<file path="config.mk">
export PLATFORM = sky130hd
export DESIGN_NAME = utf8_byte_decoder
export DESIGN_NICKNAME = d
export VERILOG_FILES = /design/src/design/ubd_pkg.sv /design/src/design/ubd_in_stage.sv /design/src/design/ubd_core.sv /design/src/design/ubd_out_stage.sv /design/src/design/utf8_byte_decoder.sv
export VERILOG_INCLUDE_DIRS = /design/src /design/src/design
export SDC_FILE = /design/constraint.sdc
export NUM_CORES = 1
export LEC_CHECK = 0
export ABC_AREA = 1
export BUFFER_PORTS_ARGS = -buffer_cell sky130_fd_sc_hd__buf_2
export CAP_MARGIN = 20
export CORE_AREA = 4 4 84 144
export CTS_BUF_LIST = sky130_fd_sc_hd__clkbuf_4
export DETAILED_ROUTE_END_ITERATION = 16
export DIE_AREA = 0 0 88 148
export GPL_ROUTABILITY_DRIVEN = 0
export HOLD_SLACK_MARGIN = 0.02
export SETUP_SLACK_MARGIN = 0.4
export SLEW_MARGIN = 25
export SYNTH_ARGS = -nofsm -noshare
export SYNTH_HDL_FRONTEND = slang
export SYNTH_SLANG_ARGS = --single-unit
export TNS_END_PERCENT = 20
</file>
<file path="constraint.sdc">
create_clock -name i_clk -period 5.2 [get_ports i_clk]
set_input_delay 0.26 -clock i_clk [delete_from_list [all_inputs] [get_ports i_clk]]
set_output_delay 0.26 -clock i_clk [all_outputs]
set_load 0.01 [all_outputs]
</file>
<file path="src/design/utf8_byte_decoder_assert.svh">
// assertion macros for the utf8 byte decoder
// used by the top level; expects i_clk and i_rst_n in scope
`ifndef UTF8_BYTE_DECODER_ASSERT_SVH
`define UTF8_BYTE_DECODER_ASSERT_SVH

`ifndef SYNTH
// same-cycle implication, checked out of reset
`define UBD_ASSERT_IMPL(lbl, ante, cons) \
    lbl: assert property (@(posedge i_clk) disable iff (!i_rst_n) (ante) |-> (cons)) \
        else $error("ubd assertion failed");
// next-cycle implication, checked out of reset
`define UBD_ASSERT_NEXT(lbl, ante, cons) \
    lbl: assert property (@(posedge i_clk) disable iff (!i_rst_n) (ante) |=> (cons)) \
        else $error("ubd assertion failed");
`else
`define UBD_ASSERT_IMPL(lbl, ante, cons)
`define UBD_ASSERT_NEXT(lbl, ante, cons)
`endif

`endif

</file>
<file path="src/design/ubd_pkg.sv">
// shared types and constants for the utf8 byte decoder
// no dependencies
`timescale 1ns / 1ps

package ubd_pkg;

    localparam int CP_W   = 21;
    localparam int LEN_W  = 3;
    localparam int STAT_W = 2;

    // result status codes
    localparam logic [STAT_W-1:0] ST_VALID   = 2'd0;
    localparam logic [STAT_W-1:0] ST_INVALID = 2'd1;
    localparam logic [STAT_W-1:0] ST_STOP    = 2'd2;

    localparam logic [CP_W-1:0] REPLACEMENT_CP = 21'h00FFFD;

    // lead bytes with restricted second-byte ranges
    localparam logic [7:0] LEAD_E0 = 8'hE0;
    localparam logic [7:0] LEAD_ED = 8'hED;
    localparam logic [7:0] LEAD_F0 = 8'hF0;
    localparam logic [7:0] LEAD_F4 = 8'hF4;

    localparam logic [7:0] LEAD2_MIN = 8'hC2;
    localparam logic [7:0] LEAD4_MAX = 8'hF4;
    localparam logic [7:0] CONT_MIN  = 8'h80;
    localparam logic [7:0] CONT_MAX  = 8'hBF;
    localparam logic [7:0] E0_MIN    = 8'hA0;
    localparam logic [7:0] ED_MAX    = 8'h9F;
    localparam logic [7:0] F0_MIN    = 8'h90;
    localparam logic [7:0] F4_MAX    = 8'h8F;

    // code point bits 20:11 of a surrogate (D800..DFFF)
    localparam logic [9:0] SURR_HI = 10'h01B;

    typedef struct packed {
        logic [7:0]       data_byte;
        logic [LEN_W-1:0] bytes_left;
    } t_in_item;

    typedef struct packed {
        logic [CP_W-1:0]   code_point;
        logic [LEN_W-1:0]  seq_length;
        logic [STAT_W-1:0] status;
    } t_result;

    // handshake between the stages
    typedef struct packed {
        logic step;     // input stage item consumed this cycle
        logic load;     // a result goes into the output register
    } t_flow;

endpackage

</file>
<file path="src/design/ubd_in_stage.sv">
// input register of the utf8 byte decoder
// depends on ubd_pkg
`timescale 1ns / 1ps

module ubd_in_stage
    import ubd_pkg::*;
(
    input  logic     i_clk,
    input  logic     i_rst_n,
    input  logic     i_valid,
    output logic     o_ready,
    input  t_in_item i_item,
    input  t_flow    i_flow,
    output logic     o_valid,
    output t_in_item o_item
);

    logic     r_valid;
    t_in_item r_item;
    logic     n_valid;

    assign o_ready = !r_valid || i_flow.step;
    assign n_valid = (i_valid && o_ready) ? 1'b1 : (i_flow.step ? 1'b0 : r_valid);

    always_ff @(posedge i_clk) begin
        if (!i_rst_n) begin
            r_valid <= 1'b0;
        end else begin
            r_valid <= n_valid;
        end
    end

    always_ff @(posedge i_clk) begin
        if (i_valid && o_ready) begin
            r_item <= i_item;
        end
    end

    assign o_valid = r_valid;
    assign o_item  = r_item;

endmodule

</file>
<file path="src/design/ubd_core.sv">
// sequence state and per-byte decode of the utf8 byte decoder
// depends on ubd_pkg
`timescale 1ns / 1ps

module ubd_core
    import ubd_pkg::*;
(
    input  logic     i_clk,
    input  logic     i_rst_n,
    input  logic     i_step,
    input  t_in_item i_item,
    output logic     o_res_valid,
    output t_result  o_res
);

    logic [LEN_W-1:0] r_exp_len;
    logic [LEN_W-1:0] r_byte_idx;
    logic [CP_W-1:0]  r_accum;
    logic             r_seq_bad;
    logic [7:0]       r_lead;

    logic [LEN_W-1:0] n_exp_len;
    logic [LEN_W-1:0] n_byte_idx;
    logic [CP_W-1:0]  n_accum;
    logic             n_seq_bad;
    logic [7:0]       n_lead;

    logic [7:0]       b;
    logic [LEN_W-1:0] left;
    logic [LEN_W-1:0] lead_len;
    logic [CP_W-1:0]  lead_payload;
    logic             second_ok;
    logic [LEN_W-1:0] idx_inc;
    logic [CP_W-1:0]  acc_nx;
    logic             bad_nx;

    assign b    = i_item.data_byte;
    assign left = i_item.bytes_left;

    // lead byte class
    always_comb begin
        lead_len     = 3'd0;
        lead_payload = '0;
        unique casez (b)
            8'b0???????: begin
                lead_len     = 3'd1;
                lead_payload = {13'd0, b};
            end
            8'b110?????: begin
                lead_len     = 3'd2;
                lead_payload = {16'd0, b[4:0]};
            end
            8'b1110????: begin
                lead_len     = 3'd3;
                lead_payload = {17'd0, b[3:0]};
            end
            8'b11110???: begin
                lead_len     = 3'd4;
                lead_payload = {18'd0, b[2:0]};
            end
            default: begin
                lead_len     = 3'd0;
                lead_payload = '0;
            end
        endcase
    end

    // second byte range after special leads
    always_comb begin
        case (r_lead)
            LEAD_E0: second_ok = (b >= E0_MIN) && (b <= CONT_MAX);
            LEAD_ED: second_ok = (b <= ED_MAX);
            LEAD_F0: second_ok = (b >= F0_MIN) && (b <= CONT_MAX);
            LEAD_F4: second_ok = (b <= F4_MAX);
            default: second_ok = 1'b1;
        endcase
    end

    // continuation byte: check, then shift in six payload bits
    always_comb begin
        bad_nx = r_seq_bad;
        acc_nx = r_accum;
        if (!r_seq_bad) begin
            if ((r_byte_idx == 3'd1) && !second_ok) begin
                bad_nx = 1'b1;
            end else if (b[7:6] != 2'b10) begin
                bad_nx = 1'b1;
            end else begin
                acc_nx = {r_accum[CP_W-7:0], b[5:0]};
            end
        end
    end

    assign idx_inc = r_byte_idx + 3'd1;

    always_comb begin
        n_exp_len   = r_exp_len;
        n_byte_idx  = r_byte_idx;
        n_accum     = r_accum;
        n_seq_bad   = r_seq_bad;
        n_lead      = r_lead;
        o_res_valid = 1'b0;
        o_res       = '{code_point: '0, seq_length: '0, status: ST_STOP};
        if (r_exp_len == 3'd0) begin
            // idle: this is a lead byte
            if ((b == 8'd0) || (left == 3'd0) || (lead_len == 3'd0)) begin
                o_res_valid = 1'b1;
            end else if (lead_len == 3'd1) begin
                o_res_valid = 1'b1;
                o_res       = '{code_point: lead_payload, seq_length: 3'd1,
                                status: ST_VALID};
            end else if (left < lead_len) begin
                o_res_valid = 1'b1;
                o_res       = '{code_point: REPLACEMENT_CP, seq_length: 3'd1,
                                status: ST_INVALID};
            end else begin
                n_exp_len  = lead_len;
                n_byte_idx = 3'd1;
                n_accum    = lead_payload;
                n_lead     = b;
                n_seq_bad  = ((lead_len == 3'd2) && (b < LEAD2_MIN)) ||
                             ((lead_len == 3'd4) && (b > LEAD4_MAX));
            end
        end else if (idx_inc >= r_exp_len) begin
            // last byte of the sequence
            o_res_valid = 1'b1;
            if (bad_nx || (acc_nx[CP_W-1:11] == SURR_HI)) begin
                o_res = '{code_point: REPLACEMENT_CP, seq_length: r_exp_len,
                          status: ST_INVALID};
            end else begin
                o_res = '{code_point: acc_nx, seq_length: r_exp_len,
                          status: ST_VALID};
            end
            n_exp_len  = 3'd0;
            n_byte_idx = 3'd0;
            n_accum    = '0;
            n_seq_bad  = 1'b0;
            n_lead     = 8'd0;
        end else begin
            n_byte_idx = idx_inc;
            n_accum    = acc_nx;
            n_seq_bad  = bad_nx;
        end
    end

    always_ff @(posedge i_clk) begin
        if (!i_rst_n) begin
            r_exp_len  <= 3'd0;
            r_byte_idx <= 3'd0;
            r_accum    <= '0;
            r_seq_bad  <= 1'b0;
            r_lead     <= 8'd0;
        end else if (i_step) begin
            r_exp_len  <= n_exp_len;
            r_byte_idx <= n_byte_idx;
            r_accum    <= n_accum;
            r_seq_bad  <= n_seq_bad;
            r_lead     <= n_lead;
        end
    end

endmodule

</file>
<file path="src/design/ubd_out_stage.sv">
// result register of the utf8 byte decoder
// depends on ubd_pkg
`timescale 1ns / 1ps

module ubd_out_stage
    import ubd_pkg::*;
(
    input  logic    i_clk,
    input  logic    i_rst_n,
    input  t_flow   i_flow,
    input  t_result i_res,
    input  logic    i_ready,
    output logic    o_free,
    output logic    o_valid,
    output t_result o_res
);

    logic    r_valid;
    t_result r_res;
    logic    n_valid;

    assign o_free  = !r_valid || i_ready;
    assign n_valid = i_flow.load ? 1'b1 : (i_ready ? 1'b0 : r_valid);

    always_ff @(posedge i_clk) begin
        if (!i_rst_n) begin
            r_valid <= 1'b0;
        end else begin
            r_valid <= n_valid;
        end
    end

    always_ff @(posedge i_clk) begin
        if (i_flow.load) begin
            r_res <= i_res;
        end
    end

    assign o_valid = r_valid;
    assign o_res   = r_res;

endmodule

</file>
<file path="src/design/utf8_byte_decoder.sv">
// a byte is taken into the input register and decoded there; its result (if any) is loaded into the result register
// throughput: one byte per cycle sustained; set by the input and result registers
//   around the single decode step, which stalls only while the result register is held
// bytes in the middle of a sequence give no result and never wait on m_tready
// reset: synchronous, active low; clears both stage valids and the sequence state (idle)
`timescale 1ns / 1ps
`include "utf8_byte_decoder_assert.svh"

module utf8_byte_decoder
    import ubd_pkg::*;
(
    input  logic        i_clk,
    input  logic        i_rst_n,
    // byte stream in
    input  logic        s_tvalid,
    output logic        s_tready,
    input  logic [15:0] s_tdata,   // [7:0] data_byte, [10:8] bytes_left, [15:11] zero
    // code point stream out
    output logic        m_tvalid,
    input  logic        m_tready,
    output logic [23:0] m_tdata,   // [20:0] code_point, [23:21] seq_length
    output logic [1:0]  m_tuser    // [1:0] status
);

    t_in_item w_in_item;
    t_in_item w_cur_item;
    logic     w_cur_valid;
    logic     w_res_valid;
    t_result  w_res;
    t_result  w_out_res;
    logic     w_out_free;
    t_flow    w_flow;

    // unpack the request
    assign w_in_item = '{data_byte: s_tdata[7:0], bytes_left: s_tdata[10:8]};

    // the held byte advances unless it makes a result that has nowhere to go
    assign w_flow.step = w_cur_valid && (!w_res_valid || w_out_free);
    assign w_flow.load = w_flow.step && w_res_valid;

    ubd_in_stage u_in (
        .i_clk   (i_clk),
        .i_rst_n (i_rst_n),
        .i_valid (s_tvalid),
        .o_ready (s_tready),
        .i_item  (w_in_item),
        .i_flow  (w_flow),
        .o_valid (w_cur_valid),
        .o_item  (w_cur_item)
    );

    // decode step with the sequence state; state moves only on a step
    ubd_core u_core (
        .i_clk       (i_clk),
        .i_rst_n     (i_rst_n),
        .i_step      (w_flow.step),
        .i_item      (w_cur_item),
        .o_res_valid (w_res_valid),
        .o_res       (w_res)
    );

    ubd_out_stage u_out (
        .i_clk   (i_clk),
        .i_rst_n (i_rst_n),
        .i_flow  (w_flow),
        .i_res   (w_res),
        .i_ready (m_tready),
        .o_free  (w_out_free),
        .o_valid (m_tvalid),
        .o_res   (w_out_res)
    );

    // pack the result
    assign m_tdata = {w_out_res.seq_length, w_out_res.code_point};
    assign m_tuser = w_out_res.status;

    // a held byte that cannot advance blocks the input
    `UBD_ASSERT_IMPL(a_stall_blocks_in, w_cur_valid && !w_flow.step, !s_tready)
    // a loaded result is shown on the next cycle
    `UBD_ASSERT_NEXT(a_load_shows, w_flow.load, m_tvalid)
    // a stop carries no code point and no length
    `UBD_ASSERT_IMPL(a_stop_empty, m_tvalid && (m_tuser == ST_STOP),
                     (m_tdata == 24'd0))
    // a replaced sequence always carries the replacement character
    `UBD_ASSERT_IMPL(a_invalid_fffd, m_tvalid && (m_tuser == ST_INVALID),
                     (m_tdata[20:0] == REPLACEMENT_CP) && (m_tdata[23:21] != 3'd0))

endmodule
</file>
==> results.json <==
{
  "drc": 0,
  "vias": 3251,
  "ir_drop_mv": 0.1419,
  "die_w_um": 88,
  "ctsResizeCount": 0,
  "rsz0062_at_grt": "false",
  "met2_usage_pct": 25.49,
  "yosysUniqueCellTypes": 32,
  "fmax_ghz": 0.2850,
  "r2r_slack_ns": 1.69,
  "reg2reg_depth": 15,
  "start_util_pct": 34.57,
  "r2r-end": "u_core.r_accum[0]",
  "grt_usage_pct": 14.76,
  "synth.avg_cell_area_um2": 7.926,
  "setup-tns-final_ns": 0,
  "worst_pin_slew_ns": 0.8882,
  "hold_viol_final": 0,
  "path_clk_slew_ns": 0.12,
  "vias_per_cell": 4.941,
  "relSlewSlack_pct": 40.42,
  "clk_latency_ns": 0.46,
  "io_buffer_count": 42,
  "required_ns": 5.60,
  "synth_nets": 499,
  "layout-drive-gt1-share_pct": 14.04,
  "nets": 549,
  "power_mw": 1.191,
  "top_usage_layer": "met2",
  "p_leak_nw": 1.885,
  "drt-initial-drc-count": 198,
  "cp-endpoint": "u_core.r_accum[0]",
  "end_kind": "register",
  "clockBufferDepth": 2,
  "first_pass_iters": 6,
  "place_hpwl_um": 6790,
  "critPathKind": "reg -> reg",
  "synth_warnings": 0,
  "syn2layout_area_growth_pct": 14.62,
  "syn_inst": 472,
  "met3_usage_pct": 3.625,
  "place_ws_ns": 1.754,
  "cp-startpoint": "u_in.o_item[10]",
  "layout_common_cells": "117 x nand2_1, 63 x inv_1, 42 x buf_2",
  "drv_cap": 0,
  "fin_skew_ns": 0.01452,
  "io_pins": 48,
  "die_area_um2": 13020,
  "cp_data_arrival_time_ns": 3.91,
  "detail_route.wl_per_cell_um": 13.76,
  "root_buffer": "clkbuf_4",
  "period_needed_ns": 3.509,
  "fin_crit_sh_pct": 67.48,
  "cts_max_level": 3,
  "cp_max_fo": 30,
  "status": "finished clean",
  "gr-usage-met1_pct": 15.56,
  "clock-sinks": 75,
  "cts_tree": "done",
  "ys_ff_latch": 75,
  "antenna_found_initial": 1,
  "grt_pass1_wl_um": 14700,
  "netlist_area_um2": 3741,
  "grt_max_degree": 31,
  "grt_pass1_vias": 3017,
  "grt_overflow": 0,
  "final-setup-viol-count": 0,
  "drv_slew": 0,
  "startpoint_type": "register",
  "hp-class": "in -> reg",
  "final_common_cell": "nand2_1",
  "ys_seq_area_share_pct": 50.03,
  "regToRegStartpoint": "u_in.o_item[10]",
  "numCtsBuffers": 9,
  "whs_ns": 0.06643,
  "num_rows": 50,
  "core_area_um2": 10820,
  "die_y_um": 148,
  "power_density_nw_per_um2": 277.9,
  "wirelength_um": 9054,
  "fin_ws_ns": 1.691,
  "antenna_left": 0
}
-- worst min path at each step --
stage / startpoint / to / slack [ns] / cells past startpoint
floorplan: s_tdata[8] / u_in.o_item[0] / 0.36 / 0
global placement: s_tdata[5] / u_in.o_item[8] / 0.44 / 1
detailed placement: s_tdata[0] / u_in.o_item[3] / 0.44 / 1
CTS: s_tvalid / u_in.o_valid / 0.06 / 3
global route: s_tvalid / u_in.o_valid / 0.09 / 3
finish: s_tvalid / u_in.o_valid / 0.07 / 3
-- where the power goes --
group	total, mW	internal (mW)	switching, mW
clock	0.361	0.145	0.216
combinational	0.160	0.0534	0.106
sequential	0.670	0.654	0.0162
total	1.19	0.853	0.339
-- synth_stat cells --
| cell | instances | area share, % |
|---|---|---|
| nand4_1 | 8 | 1.3 |
| edfxtp_1 | 37 | 30 |
| nor2_2 | 2 | 0.33 |
| buf_6 | 2 | 0.60 |
| buf_2 | 7 | 0.94 |
| a21o_1 | 1 | 0.20 |
| nor2_4 | 2 | 0.60 |
| o31ai_1 | 2 | 0.40 |
| ha_1 | 7 | 2.3 |
| dfxtp_1 | 38 | 20 |
| clkbuf_1 | 6 | 0.60 |
| o22ai_1 | 3 | 0.50 |
| or2_2 | 1 | 0.17 |
| buf_4 | 1 | 0.20 |
| inv_1 | 64 | 6.4 |
| o21a_1 | 1 | 0.20 |
| a21oi_1 | 21 | 2.8 |
| a31oi_1 | 1 | 0.17 |
| o21ai_0 | 35 | 4.7 |
| inv_2 | 4 | 0.40 |
| xor2_1 | 1 | 0.23 |
| o211ai_1 | 2 | 0.40 |
| nor2_1 | 41 | 4.1 |
| nand2_1 | 117 | 12 |
| nand3_4 | 2 | 0.94 |
| a211oi_1 | 6 | 1.2 |
| nand3_2 | 1 | 0.27 |
| nand2_4 | 2 | 0.60 |
| clkinv_1 | 2 | 0.20 |
| o21ai_1 | 5 | 0.67 |
| nor3_1 | 11 | 1.5 |
| nand3_1 | 39 | 5.2 |
-- metal layers --
metal  routed length, um  vias up  part of all wire, %
met4                 441        0                  4.9
met1                3329     1482                   37
li1                    -     1661                    -
met5                   0        -                    0
met3                 382       26                  4.2
met2                4901       82                   54
-- kinds of logic (layout without fill, tap and decap cells) --
| kind of cell | Yosys count | count (layout) | share of synthesized area, % |
|---|---|---|---|
| buffers and inverters | 86 | 141 | 9.364 |
| other | 0 | 1 | 0 |
| DFF | 75 | 75 | 50.03 |
| and+or+nand+nor | 226 | 226 | 26.79 |
| xor gates and xnor gates | 1 | 1 | 0.2342 |
| adders and majority gates | 7 | 7 | 2.341 |
| AOI/OAI and AO/OA | 77 | 77 | 11.24 |
-- flip-flops by register name, summed over array words and instances, names as in the netlist --
name / count
u_out.o_res: 26
u_core.r_accum: 21
u_in.o_item: 11
u_core.r_lead: 8
u_core.r_byte_idx: 3
u_core.r_exp_len: 3
u_core.r_seq_bad: 1
u_in.o_valid: 1
u_out.o_valid: 1
-- critical path, stage by stage, from the launching register on --
cell and delay (ns):
edfxtp_1 0.60, nand2_1 0.12, inv_1 0.13, nand3_1 0.21, ha_1 0.37, nand3_1 0.08
nand2_1 0.08, nand2_1 0.07, o21ai_1 0.19, o211ai_1 0.11, buf_4 0.25, inv_1 0.52
nand2_1 0.39, nor2_1 0.18, o21ai_0 0.09, inv_1 0.06
-- area by class of cell --
cell class                      count  area (um^2)
Multi-Input combinational cell    311         1519
Antenna cell                        1        2.502
Inverter                           70        262.8
Sequential cell                    75         1872
Timing Repair Buffer               55        335.3
Fill cell                        1124         6535
Tap cell                          130        162.7
Clock inverter                      7        66.31
Clock buffer                        9        67.56
-- metrics by stage --
stage | instance area, um^2 | cells | utilization [%]
2_1_floorplan | 3741 | 472 | -
3_3_place_gp | 4041 | 630 | 37.34
3_5_place_dp | 4041 | 630 | 37.34
4_1_cts | 4285 | 657 | 39.60
5_1_grt | 4288 | 658 | 39.62
6_report | 4288 | 658 | 39.62
-- repair_timing --
item / CTS / global route
hold buffers: 11 / 0
buffers inserted: 0 / 0
endpoints found under the hold margin: 11 / 0
No activity file was read; power rests on OpenSTA's default activity.
